`src/rtl/assert_macros.svh`:
```
// assertion macros used by the top-level rtl file
// no dependencies; define ASSERT_OFF to compile the checks out
`ifndef ASSERT_MACROS_SVH
`define ASSERT_MACROS_SVH
`ifndef ASSERT_OFF
`define ASSERT_ALWAYS(lbl, clk, rst_n, cond) \
  lbl: assert property (@(posedge clk) disable iff (!rst_n) (cond)) \
    else $error("check failed: cond");
`define ASSERT_IMPLIES(lbl, clk, rst_n, ante, cons) \
  lbl: assert property (@(posedge clk) disable iff (!rst_n) (ante) |-> (cons)) \
    else $error("check failed: ante implies cons");
`else
`define ASSERT_ALWAYS(lbl, clk, rst_n, cond)
`define ASSERT_IMPLIES(lbl, clk, rst_n, ante, cons)
`endif
`endif

```
`src/rtl/rrf_pkg.sv`:
```
// types and constants of the rounded rectangle fill rasteriser
// no dependencies; used by every module of the block
package rrf_pkg;

  localparam int MAX_DIMENSION_DEF = 4096;
  localparam int QDEPTH            = 2;
  localparam int QPTR_W            = (QDEPTH > 1) ? $clog2(QDEPTH) : 1;
  localparam int QCNT_W            = $clog2(QDEPTH + 1);

  localparam int IN_TDATA_W  = 96;
  localparam int OUT_TDATA_W = 64;
  localparam int CFG_IDX_W   = 2;
  localparam int CFG_DATA_W  = 16;

  localparam logic OP_START = 1'b0;
  localparam logic OP_STEP  = 1'b1;

  localparam logic [CFG_IDX_W-1:0] CFG_SCREEN_WIDTH  = 2'd0;
  localparam logic [CFG_IDX_W-1:0] CFG_SCREEN_HEIGHT = 2'd1;
  localparam logic [CFG_IDX_W-1:0] CFG_LINE_PITCH    = 2'd2;

  // one scanned pixel, already classified
  typedef struct packed {
    logic               idle;
    logic               fin;
    logic               corner;
    logic signed [7:0]  dx;
    logic signed [7:0]  dy;
    logic [13:0]        rr;
    logic signed [14:0] px;
    logic signed [14:0] py;
    logic [31:0]        color;
  } desc_t;

  typedef struct packed {
    logic              full;
    logic              empty;
    logic [QCNT_W-1:0] count;
  } q_stat_t;

endpackage

```
`src/rtl/rrf_queue.sv`:
```
// short descriptor queue between front and back
// depends on rrf_pkg
module rrf_queue (
  input  logic            clk,
  input  logic            rst_n,
  input  logic            push,
  input  rrf_pkg::desc_t  wdata,
  input  logic            pop,
  output rrf_pkg::desc_t  rdata,
  output rrf_pkg::q_stat_t stat
);
  import rrf_pkg::*;

  desc_t             mem_r [QDEPTH];
  logic [QPTR_W-1:0] wr_ptr_r, wr_ptr_nxt;
  logic [QPTR_W-1:0] rd_ptr_r, rd_ptr_nxt;
  logic [QCNT_W-1:0] count_r, count_nxt;

  always_comb begin
    wr_ptr_nxt = wr_ptr_r;
    rd_ptr_nxt = rd_ptr_r;
    count_nxt  = count_r;
    if (push) begin
      wr_ptr_nxt = (wr_ptr_r == QPTR_W'(QDEPTH - 1)) ? '0 : wr_ptr_r + 1'b1;
    end
    if (pop) begin
      rd_ptr_nxt = (rd_ptr_r == QPTR_W'(QDEPTH - 1)) ? '0 : rd_ptr_r + 1'b1;
    end
    if (push && !pop) begin
      count_nxt = count_r + 1'b1;
    end else if (pop && !push) begin
      count_nxt = count_r - 1'b1;
    end
  end

  always_ff @(posedge clk) begin
    if (!rst_n) begin
      wr_ptr_r <= '0;
      rd_ptr_r <= '0;
      count_r  <= '0;
    end else begin
      wr_ptr_r <= wr_ptr_nxt;
      rd_ptr_r <= rd_ptr_nxt;
      count_r  <= count_nxt;
    end
  end

  always_ff @(posedge clk) begin
    if (push) begin
      mem_r[wr_ptr_r] <= wdata;
    end
  end

  assign rdata      = mem_r[rd_ptr_r];
  assign stat.full  = (count_r == QCNT_W'(QDEPTH));
  assign stat.empty = (count_r == '0);
  assign stat.count = count_r;

endmodule

```
`src/rtl/rrf_front.sv`:
```
// front end: takes start and step beats, keeps the scan position,
// classifies each scanned pixel into a descriptor; depends on rrf_pkg
module rrf_front #(
  parameter int MAX_DIMENSION = rrf_pkg::MAX_DIMENSION_DEF
) (
  input  logic                            clk,
  input  logic                            rst_n,
  input  logic                            in_tvalid,
  output logic                            in_tready,
  input  logic [rrf_pkg::IN_TDATA_W-1:0]  in_tdata,
  input  logic                            in_tuser,
  input  rrf_pkg::q_stat_t                q_stat,
  output logic                            q_push,
  output rrf_pkg::desc_t                  q_wdata
);
  import rrf_pkg::*;

  localparam int SAT   = (MAX_DIMENSION > 8191) ? 8191 : MAX_DIMENSION;
  localparam int DIM_W = $clog2(SAT + 1);
  localparam int COL_W = $clog2(SAT);
  localparam int CW    = ((DIM_W > 7) ? DIM_W : 7) + 2;

  logic                    busy_r, busy_nxt;
  logic [COL_W-1:0]        col_r, col_nxt;
  logic [COL_W-1:0]        row_r, row_nxt;
  logic signed [12:0]      org_x_r, org_y_r;
  logic [DIM_W-1:0]        wid_r, hgt_r;
  logic [6:0]              rad_r;
  logic [13:0]             rr_r;
  logic signed [CW-1:0]    wr_r, hr_r;
  logic [31:0]             color_r;

  logic                    accept;
  logic signed [12:0]      f_org_x, f_org_y;
  logic [12:0]             f_wid, f_hgt;
  logic [7:0]              f_rad;
  logic [31:0]             f_color;
  logic [DIM_W-1:0]        wid_sat, hgt_sat;
  logic [6:0]              rad_clamp;
  logic signed [CW-1:0]    r_ext, ic, jc;
  logic [COL_W:0]          col_inc, row_inc;
  logic                    col_last, row_last, fin;
  logic                    left, right, top, bot;
  logic signed [CW-1:0]    dx_full, dy_full;

  assign f_org_x = in_tdata[12:0];
  assign f_org_y = in_tdata[25:13];
  assign f_wid   = in_tdata[38:26];
  assign f_hgt   = in_tdata[51:39];
  assign f_rad   = in_tdata[59:52];
  assign f_color = in_tdata[91:60];

  assign in_tready = !q_stat.full;
  assign accept    = in_tvalid && in_tready;

  assign wid_sat   = (f_wid > 13'(SAT)) ? DIM_W'(SAT) : f_wid[DIM_W-1:0];
  assign hgt_sat   = (f_hgt > 13'(SAT)) ? DIM_W'(SAT) : f_hgt[DIM_W-1:0];
  assign rad_clamp = f_rad[7] ? 7'd0 : f_rad[6:0];

  // scan position tests
  assign col_inc  = {1'b0, col_r} + 1'b1;
  assign row_inc  = {1'b0, row_r} + 1'b1;
  assign col_last = col_inc >= (COL_W+1)'(wid_r);
  assign row_last = row_inc >= (COL_W+1)'(hgt_r);
  assign fin      = col_last && row_last;

  // corner classification, left and top regions take priority
  assign r_ext   = $signed({{(CW-7){1'b0}}, rad_r});
  assign ic      = $signed({{(CW-COL_W){1'b0}}, col_r});
  assign jc      = $signed({{(CW-COL_W){1'b0}}, row_r});
  assign left    = ic < r_ext;
  assign right   = ic >= wr_r;
  assign top     = jc < r_ext;
  assign bot     = jc >= hr_r;
  assign dx_full = left ? (ic - r_ext) : (ic - wr_r);
  assign dy_full = top  ? (jc - r_ext) : (jc - hr_r);

  always_comb begin
    q_push         = accept && (in_tuser == OP_STEP);
    q_wdata.idle   = !busy_r;
    q_wdata.fin    = fin;
    q_wdata.corner = (left || right) && (top || bot);
    q_wdata.dx     = dx_full[7:0];
    q_wdata.dy     = dy_full[7:0];
    q_wdata.rr     = rr_r;
    q_wdata.px     = 15'(org_x_r) + $signed({{(15-COL_W){1'b0}}, col_r});
    q_wdata.py     = 15'(org_y_r) + $signed({{(15-COL_W){1'b0}}, row_r});
    q_wdata.color  = color_r;
  end

  always_comb begin
    busy_nxt = busy_r;
    col_nxt  = col_r;
    row_nxt  = row_r;
    if (accept) begin
      if (in_tuser == OP_START) begin
        busy_nxt = (wid_sat != '0) && (hgt_sat != '0);
        col_nxt  = '0;
        row_nxt  = '0;
      end else if (busy_r) begin
        if (fin) begin
          busy_nxt = 1'b0;
          col_nxt  = '0;
          row_nxt  = '0;
        end else if (col_last) begin
          col_nxt = '0;
          row_nxt = row_inc[COL_W-1:0];
        end else begin
          col_nxt = col_inc[COL_W-1:0];
        end
      end
    end
  end

  always_ff @(posedge clk) begin
    if (!rst_n) begin
      busy_r <= 1'b0;
      col_r  <= '0;
      row_r  <= '0;
    end else begin
      busy_r <= busy_nxt;
      col_r  <= col_nxt;
      row_r  <= row_nxt;
    end
  end

  always_ff @(posedge clk) begin
    if (accept && (in_tuser == OP_START)) begin
      org_x_r <= f_org_x;
      org_y_r <= f_org_y;
      wid_r   <= wid_sat;
      hgt_r   <= hgt_sat;
      rad_r   <= rad_clamp;
      rr_r    <= 14'(rad_clamp * rad_clamp);
      wr_r    <= $signed({{(CW-DIM_W){1'b0}}, wid_sat}) -
                 $signed({{(CW-7){1'b0}}, rad_clamp});
      hr_r    <= $signed({{(CW-DIM_W){1'b0}}, hgt_sat}) -
                 $signed({{(CW-7){1'b0}}, rad_clamp});
      color_r <= f_color;
    end
  end

endmodule

```
`src/rtl/rrf_back.sv`:
```
// back end: clip and circle test, address multiply, output register
// depends on rrf_pkg; holds the configuration registers
module rrf_back (
  input  logic                             clk,
  input  logic                             rst_n,
  input  logic                             cfg_wr_en,
  input  logic [rrf_pkg::CFG_IDX_W-1:0]    cfg_index,
  input  logic [rrf_pkg::CFG_DATA_W-1:0]   cfg_wdata,
  input  rrf_pkg::q_stat_t                 q_stat,
  input  rrf_pkg::desc_t                   q_rdata,
  output logic                             q_pop,
  output logic                             out_tvalid,
  input  logic                             out_tready,
  output logic [rrf_pkg::OUT_TDATA_W-1:0]  out_tdata,
  output logic                             out_tuser,
  output logic                             out_tlast
);
  import rrf_pkg::*;

  logic [12:0] scr_w_r, scr_h_r;
  logic [15:0] pitch_r;

  logic        s1_v_r;
  logic        s1_draw_r;
  logic        s1_last_r;
  logic [26:0] s1_prod_r;
  logic [12:0] s1_px_r;
  logic [31:0] s1_color_r;

  logic        o_v_r;
  logic        o_we_r;
  logic        o_last_r;
  logic [25:0] o_addr_r;
  logic [31:0] o_value_r;

  logic        adv1, adv2;
  logic        in_x, in_y, in_circle, draw;
  logic [15:0] sq_x, sq_y;
  logic [16:0] sq_sum;
  logic [26:0] addr_sum;

  always_ff @(posedge clk) begin
    if (!rst_n) begin
      scr_w_r <= 13'd1024;
      scr_h_r <= 13'd768;
      pitch_r <= 16'd4096;
    end else if (cfg_wr_en) begin
      case (cfg_index)
        CFG_SCREEN_WIDTH:  scr_w_r <= cfg_wdata[12:0];
        CFG_SCREEN_HEIGHT: scr_h_r <= cfg_wdata[12:0];
        CFG_LINE_PITCH:    pitch_r <= cfg_wdata;
        default: ;
      endcase
    end
  end

  assign adv2  = !o_v_r || out_tready;
  assign adv1  = !s1_v_r || adv2;
  assign q_pop = adv1 && !q_stat.empty;

  assign in_x      = !q_rdata.px[14] && (q_rdata.px[13:0] < {1'b0, scr_w_r});
  assign in_y      = !q_rdata.py[14] && (q_rdata.py[13:0] < {1'b0, scr_h_r});
  assign sq_x      = 16'(q_rdata.dx * q_rdata.dx);
  assign sq_y      = 16'(q_rdata.dy * q_rdata.dy);
  assign sq_sum    = {1'b0, sq_x} + {1'b0, sq_y};
  assign in_circle = !q_rdata.corner || (sq_sum <= {3'b000, q_rdata.rr});
  assign draw      = !q_rdata.idle && in_x && in_y && in_circle;

  always_ff @(posedge clk) begin
    if (!rst_n) begin
      s1_v_r <= 1'b0;
    end else if (adv1) begin
      s1_v_r <= !q_stat.empty;
    end
  end

  always_ff @(posedge clk) begin
    if (adv1) begin
      s1_draw_r  <= draw;
      s1_last_r  <= q_rdata.idle || q_rdata.fin;
      s1_prod_r  <= q_rdata.py[12:0] * pitch_r[15:2];
      s1_px_r    <= q_rdata.px[12:0];
      s1_color_r <= q_rdata.color;
    end
  end

  assign addr_sum = s1_prod_r + {14'd0, s1_px_r};

  always_ff @(posedge clk) begin
    if (!rst_n) begin
      o_v_r <= 1'b0;
    end else if (adv2) begin
      o_v_r <= s1_v_r;
    end
  end

  always_ff @(posedge clk) begin
    if (adv2) begin
      o_we_r    <= s1_draw_r;
      o_last_r  <= s1_last_r;
      o_addr_r  <= s1_draw_r ? addr_sum[25:0] : 26'd0;
      o_value_r <= s1_draw_r ? s1_color_r : 32'd0;
    end
  end

  assign out_tvalid = o_v_r;
  assign out_tuser  = o_we_r;
  assign out_tlast  = o_last_r;
  assign out_tdata  = {6'd0, o_value_r, o_addr_r};

endmodule

```
`src/rtl/rounded_rect_fill_raster.sv`:
```
// rounded rectangle fill rasteriser, top level
// a step beat goes through the queue and the back registers; one beat per cycle in steady
// flow, set by the front scan counters and the 2-stage back (circle test, stride multiply)
// start beats give no result; a full output with tready low stalls the back, the queue
// absorbs two steps before tready drops; reset (sync, active low) empties the pipe, idles
// the scan and restores screen 1024x768, pitch 4096; depends on rrf_pkg and the submodules
`include "assert_macros.svh"
module rounded_rect_fill_raster #(
  parameter int MAX_DIMENSION = rrf_pkg::MAX_DIMENSION_DEF
) (
  input  logic                             clk,
  input  logic                             rst_n,
  input  logic                             cfg_wr_en,
  input  logic [rrf_pkg::CFG_IDX_W-1:0]    cfg_index,
  input  logic [rrf_pkg::CFG_DATA_W-1:0]   cfg_wdata,
  input  logic                             in_tvalid,
  output logic                             in_tready,
  // origin_x, origin_y, rect_width, rect_height, corner_radius, fill_color, zero pad
  input  logic [rrf_pkg::IN_TDATA_W-1:0]   in_tdata,
  // op
  input  logic                             in_tuser,
  output logic                             out_tvalid,
  input  logic                             out_tready,
  // pixel_address, pixel_value, zero pad
  output logic [rrf_pkg::OUT_TDATA_W-1:0]  out_tdata,
  // write_enable
  output logic                             out_tuser,
  // last
  output logic                             out_tlast
);
  import rrf_pkg::*;

  q_stat_t q_stat;
  desc_t   q_wdata, q_rdata;
  logic    q_push, q_pop;

  rrf_front #(
    .MAX_DIMENSION(MAX_DIMENSION)
  ) u_front (
    .clk      (clk),
    .rst_n    (rst_n),
    .in_tvalid(in_tvalid),
    .in_tready(in_tready),
    .in_tdata (in_tdata),
    .in_tuser (in_tuser),
    .q_stat   (q_stat),
    .q_push   (q_push),
    .q_wdata  (q_wdata)
  );

  rrf_queue u_queue (
    .clk  (clk),
    .rst_n(rst_n),
    .push (q_push),
    .wdata(q_wdata),
    .pop  (q_pop),
    .rdata(q_rdata),
    .stat (q_stat)
  );

  rrf_back u_back (
    .clk       (clk),
    .rst_n     (rst_n),
    .cfg_wr_en (cfg_wr_en),
    .cfg_index (cfg_index),
    .cfg_wdata (cfg_wdata),
    .q_stat    (q_stat),
    .q_rdata   (q_rdata),
    .q_pop     (q_pop),
    .out_tvalid(out_tvalid),
    .out_tready(out_tready),
    .out_tdata (out_tdata),
    .out_tuser (out_tuser),
    .out_tlast (out_tlast)
  );

  `ASSERT_ALWAYS(a_q_bound, clk, rst_n, q_stat.count <= QCNT_W'(QDEPTH))
  `ASSERT_IMPLIES(a_no_push_full, clk, rst_n, q_push, !q_stat.full || q_pop)
  `ASSERT_IMPLIES(a_skip_zero, clk, rst_n, out_tvalid && !out_tuser, out_tdata == '0)

endmodule

```
`config.mk`:
```
export PLATFORM = sky130hd
export DESIGN_NAME = rounded_rect_fill_raster
export DESIGN_NICKNAME = d
export VERILOG_FILES = /design/src/rtl/rrf_pkg.sv /design/src/rtl/rrf_queue.sv /design/src/rtl/rrf_front.sv /design/src/rtl/rrf_back.sv /design/src/rtl/rounded_rect_fill_raster.sv
export VERILOG_INCLUDE_DIRS = /design/src /design/src/rtl
export SDC_FILE = /design/constraint.sdc
export NUM_CORES = 2
export LEC_CHECK = 0
export BUFFER_PORTS_ARGS = -buffer_cell sky130_fd_sc_hd__clkbuf_2
export CAP_MARGIN = 25
export CORE_MARGIN = 8
export CORE_UTILIZATION = 51
export DETAILED_ROUTE_END_ITERATION = 7
export PLACE_DENSITY = 0.68
export SKIP_CTS_REPAIR_TIMING = 1
export SLEW_MARGIN = 20
export SYNTH_ARGS = -nofsm -noshare
export SYNTH_HDL_FRONTEND = slang
export SYNTH_HIERARCHICAL = 1
export SYNTH_SLANG_ARGS = --single-unit
```
`constraint.sdc`:
```
create_clock -name clk -period 19.28 [get_ports clk]
set_input_delay 0 -clock clk [delete_from_list [all_inputs] [get_ports clk]]
set_output_delay 0 -clock clk [all_outputs]
set_load 0.05 [all_outputs]
```
==> After elaboration in Yosys (flattened, before gate mapping) <==
Memory sizes are Yosys's and may differ from the RTL's. A register that Yosys moved wholly into a read port is not among the register bits.
Index checks and enable logic that the tools add are counted.
{ "op_classes": {"n_addsub": 16, "mul": 4, "div_mod_pow": 0, "magnitude_cmp": 11, "eq_ne": 5, "shift": 0, "n_mux": 24, "bitwise_logic": 1, "n_reduce_logical": 41} }
{ "op_table": {"columns": ["op", "n"], "rows": [
  ["2-to-1 mux 12 bit", 8],
  ["multiplier 8 x 8 -> 16 bit", 2],
  ["adder 13 x 13 -> 14 bit", 2],
  ["greater-or-equal comparator 13 x 14 -> 1 bit", 2],
  ["less-than comparator 14 x 13 -> 1 bit", 2],
  ["subtractor 13 x 7 -> 14 bit", 2],
  ["adder 12 x 1 -> 13 bit, second input constant", 2],
  ["adder 26 x 13 -> 26 bit", 1],
  ["greater-or-equal comparator 13 bit", 2],
  ["greater-than comparator 13 bit, second input constant", 2],
  ["multiplier 13 x 14 -> 26 bit", 1],
  ["2-to-1 mux 13 bit", 2],
  ["nonzero test 13 bit", 2],
  ["less-than comparator 12 x 7 -> 1 bit", 2],
  ["adder 16 x 16 -> 17 bit", 1],
  ["less-or-equal comparator 17 x 14 -> 1 bit", 1],
  ["2-to-1 mux 8 bit", 2],
  ["subtractor 8 x 7 -> 8 bit", 2],
  ["subtractor 8 bit", 2],
  ["logical AND 1 bit", 14],
  ["multiplier 7 x 7 -> 14 bit", 1],
  ["zero test 1 bit", 11],
  ["2-to-1 mux 1 bit", 9],
  ["AND reduction 2 bit", 4],
  ["other kinds (14)", 23]
]} }
{ "totals": {"regBits": 339, "latch_bits": 0, "ram_bits": 190, "romBits": 0, "inputBits": 120, "output_inout_bits": 68, "word_cells": 132, "memories": 1} }
{ "memory_table": {"columns": ["name", "depth", "word_bits", "rd", "rd_ports_with_merged_regs", "write_ports", "line", "source"], "rows": [
  ["u_queue.mem_r", 2, 95, 1, 1, 1, "rrf_queue.sv:14", "desc_t mem_r [QDEPTH];"]
]} }

==> Longest topological paths before layout <==
{ "logic_depth": {"word_depth": 8, "ltp_mapped": 33, "ltp_nobuf": 30} }

==> Cells and area by module <==
The synthesis kept the hierarchy.
{ "modules_own_cells": {"columns": ["mod", "instances", "cells_each", "area_per_inst_um2", "seq_area_each_um2"], "rows": [
  ["rrf_back", 1, 1949, 18637.9, 4834.6],
  ["rrf_front", 1, 1056, 10954.3, 4434.3],
  ["rrf_queue", 1, 318, 7282.0, 5805.6]
]} }

==> Worst setup path after synthesis <==
OpenSTA, ideal clock, no wires.
{ "synth_timing": {"path_kind": "reg2reg", "from": "register u_queue.count_r[0]", "to": "register u_front.busy_r", "setup_time_ns": 0.088, "arrival_ns": 7.700, "required_time_ns": 19.192, "slack_ns": 11.492, "stages_incl_launch_ff": 7, "path_cell_list": "dfxtp_1 nor2b_1 inv_1 nand2_1 nor2_1 o311ai_0 a21oi_1"} }
{ "synth_lines": {"columns": ["item", "line", "source"], "rows": [
  ["start, declared", "rrf_queue.sv:17", "logic [QCNT_W-1:0] count_r, count_nxt;"],
  ["start signal, assigned", "rrf_queue.sv:44", "count_r <= count_nxt;"],
  ["end signal, assigned", "rrf_front.sv:121", "busy_r <= busy_nxt;"],
  ["end, declared", "rrf_front.sv:23", "logic busy_r, busy_nxt;"]
]} }

==> metrics.cfg <==
[cells_and_area]
nNetsFinal = 4280
final_common_cell = inv_1
drive_gt1_share_pct = 11.49
area.growth.synth_to_final_pct = 13.31
post-route-util_pct = 58.45
final_cell_mix = inv_1 (487), edfxtp_1 (454), ha_1 (314)

[sta]
timing.fmax_mhz = 116.3
timing.final.crit_share_pct = 44.61
rsz0062_at_grt = no
setup_viol = 0
holdWs_ns = -0.03046
min_period_ns = 8.602
tightest_slew_ns = 1.012
skew_ns = 0.03561
report.final.slew_viol_count = 0
relSlewSlack_pct = 32.37
hold_viol = 4
tns_ns = 0
worst_slack_ns = 10.68

[cts]
cts_tree = yes
clk_pin_slew_ns = 0.07
cts_max_level = 2
cts_made_buffers = 55
clock_latency_ns = 0.62
clock_sinks = 526
cts_root_buffer = clkbuf_16
clock_path_buffers = 3

[synth]
yosysWarningCount = 6
synth_seq_cells = 526
yosys.cell_types.count = 90
async_reset_ff_share_pct = 0
synth_edf_count = 454
syn_area_mm2 = 0.03687
syn_area_per_cell_um2 = 11.10
ys.flop_type = edfxtp_1
ys_seq_area_share_pct = 40.88
synth_cells = 3323

[job]
maxCapViolations = 0

[global_routing]
grt_pass1_vias = 23979
grt_util_all_layers_pct = 19.19
antenna_found_initial = 1
grt_pass1_wl_um = 127600
globalRouteOverflowTotal = 0
grt_max_degree = 86

[placement]
dpl.hpwl_um = 59680
io_buffers = 177
place.gp.congestion = 0.8475
pre_cts_ws_ns = 10.66

[routing]
route.detailed.wl_per_inst_um = 17.41
drc = 0
viasPerCell = 5.300
antenna_left = 0
drt_iter0_drc = 1442
num_vias = 24373
routed_wl_um = 80080
first_pass_iters = 5

[floorplanning]
core_mm2 = 0.07149
die_h_um = 284.9
die_x_um = 284.9
die_area_mm2 = 0.08116
start_util_pct = 51.58
top_level_ports = 188
rows = 98

[setup_path]
crit_type = flop to flop
crit_path_end_kind = flop
worst-path-max-fanout = 50
worst_path_max_delay_cell = dfxtp_4
cp-start-kind = flop
path_common_cell = fa_1
crit_arrival_ns = 9.04
worst_ep_required_time_ns = 19.71
slowest_delay_ns = 0.85

[hold_path]
min_from = rst_n
min_path_type = input pin to flop

[status]
status = finished, violations left
violations = negative hold slack

layer usage:
layer  GRT usage [%]  up-vias  wire, um
li1                -    11887         -
met1           26.73    11880     36420
met2           32.49      516     38700
met3           2.458       90      3866
met4           3.388        0      1097
met5               0        -         0
worst paths after layout:
check | endpoint | slack [ns] | depth (start not counted)
min | u_back/out_tvalid$_SDFFE_PN0P_ | -0.03 | 3
max | u_back/s1_draw_r$_DFFE_PN_ | 10.68 | 28
max reg2reg | u_back/s1_draw_r$_DFFE_PN_ | 10.68 | 28
min reg2reg | u_back/out_tlast$_DFFE_PP_ | 0.43 | 0
sequential cells by signal, indices dropped and copies added, names as in the netlist, 2 cells and up, named ones only:
register / count
u_front/row_r: 12
u_front/org_x_r: 13
u_back/o_addr_r: 26
u_front/rad_r: 7
u_back/o_value_r: 32
u_queue/count_r: 2
u_back/s1_prod_r: 26
u_front/col_r: 12
u_back/scr_w_r: 13
u_front/rr_r: 12
u_back/pitch_r: 14
u_front/org_y_r: 13
u_back/scr_h_r: 13
u_front/color_r: 32
u_back/s1_px_r: 13
u_front/hgt_r: 13
u_front/hr_r: 14
u_front/wr_r: 14
u_front/wid_r: 13
u_queue/mem_r: 190
u_back/s1_color_r: 32
critical path: cells and delay by family, from the launching register on:
family | cells | cell delay [ns]
AOI/OAI and AO/OA | 8 | 1.66
xor gates and xnor gates | 2 | 0.24
adders and majority gates | 7 | 3.05
buffers and inverters | 4 | 1.12
DFF | 1 | 0.85
muxes | 1 | 0.51
and+or+nand+nor | 6 | 0.94
cells by family (layout without fill, tap and decap cells):
group                    Yosys count  count (layout)  synth area share [%]
other                              2               8               0.02037
AND/OR/NAND/NOR                  899             899                 12.27
adder cells (fa/ha/maj)          559             559                 23.96
flip-flops                       526             526                 40.88
AO/OA/AOI/OAI                    487             487                 9.155
multiplexers                     108             108                 3.770
XOR/XNOR                         153             153                 3.634
buffers and inverters            589             909                 6.318
layout make-up:
type	instances	area (um2)
Timing Repair Buffer	316	2262
Antenna cell	1	2.502
Clock inverter	42	499.2
Inverter	489	1836
Clock buffer	62	1403
Sequential cell	526	15080
Multi-Input combinational cell	2213	19510
Tap cell	950	1189
Fill cell	5825	29700
synthesized netlist by cell type, types with 12 or more instances:
master	number	area, um2
inv_1	488	1832
edfxtp_1	454	13630
ha_1	314	3929
nand2_1	291	1092
fa_1	245	4905
and2_1	159	994.7
nor2_1	150	563.0
xnor2_1	117	1025
a21oi_1	109	545.5
o21ai_0	85	425.4
dfxtp_1	72	1441
clkbuf_1	71	266.5
nor2b_1	63	394.1
mux2_4	50	750.7
mux2_2	47	529.3
a21boi_0	45	337.8
nand3_1	45	225.2
xor2_1	36	315.3
nor3_1	35	175.2
a21o_1	31	232.7
o21a_1	30	225.2
o211ai_1	27	202.7
nand2b_1	26	162.7
a211oi_1	22	165.2
nand4_1	22	137.6
and3_1	21	131.4
nand3b_1	18	135.1
o31ai_1	18	135.1
a31oi_1	15	93.84
or3_1	15	93.84
nor4_1	14	87.58
buf_4	12	90.09
through the flow:
stage | cell area, um2 | hold slack [ns] | cells
floorplan | 36890 | 0.09887 | 3328
global placement | 38590 | 0.1773 | 4367
detailed placement | 38600 | 0.1786 | 4368
CTS | 40500 | -0.4838 | 4472
global route | 41780 | 0.003437 | 4598
finish | 41780 | -0.03046 | 4599
Power is left out: the tool's default activity adds up to more than one toggle a clock period on the data nets, which glitch-free logic cannot reach.
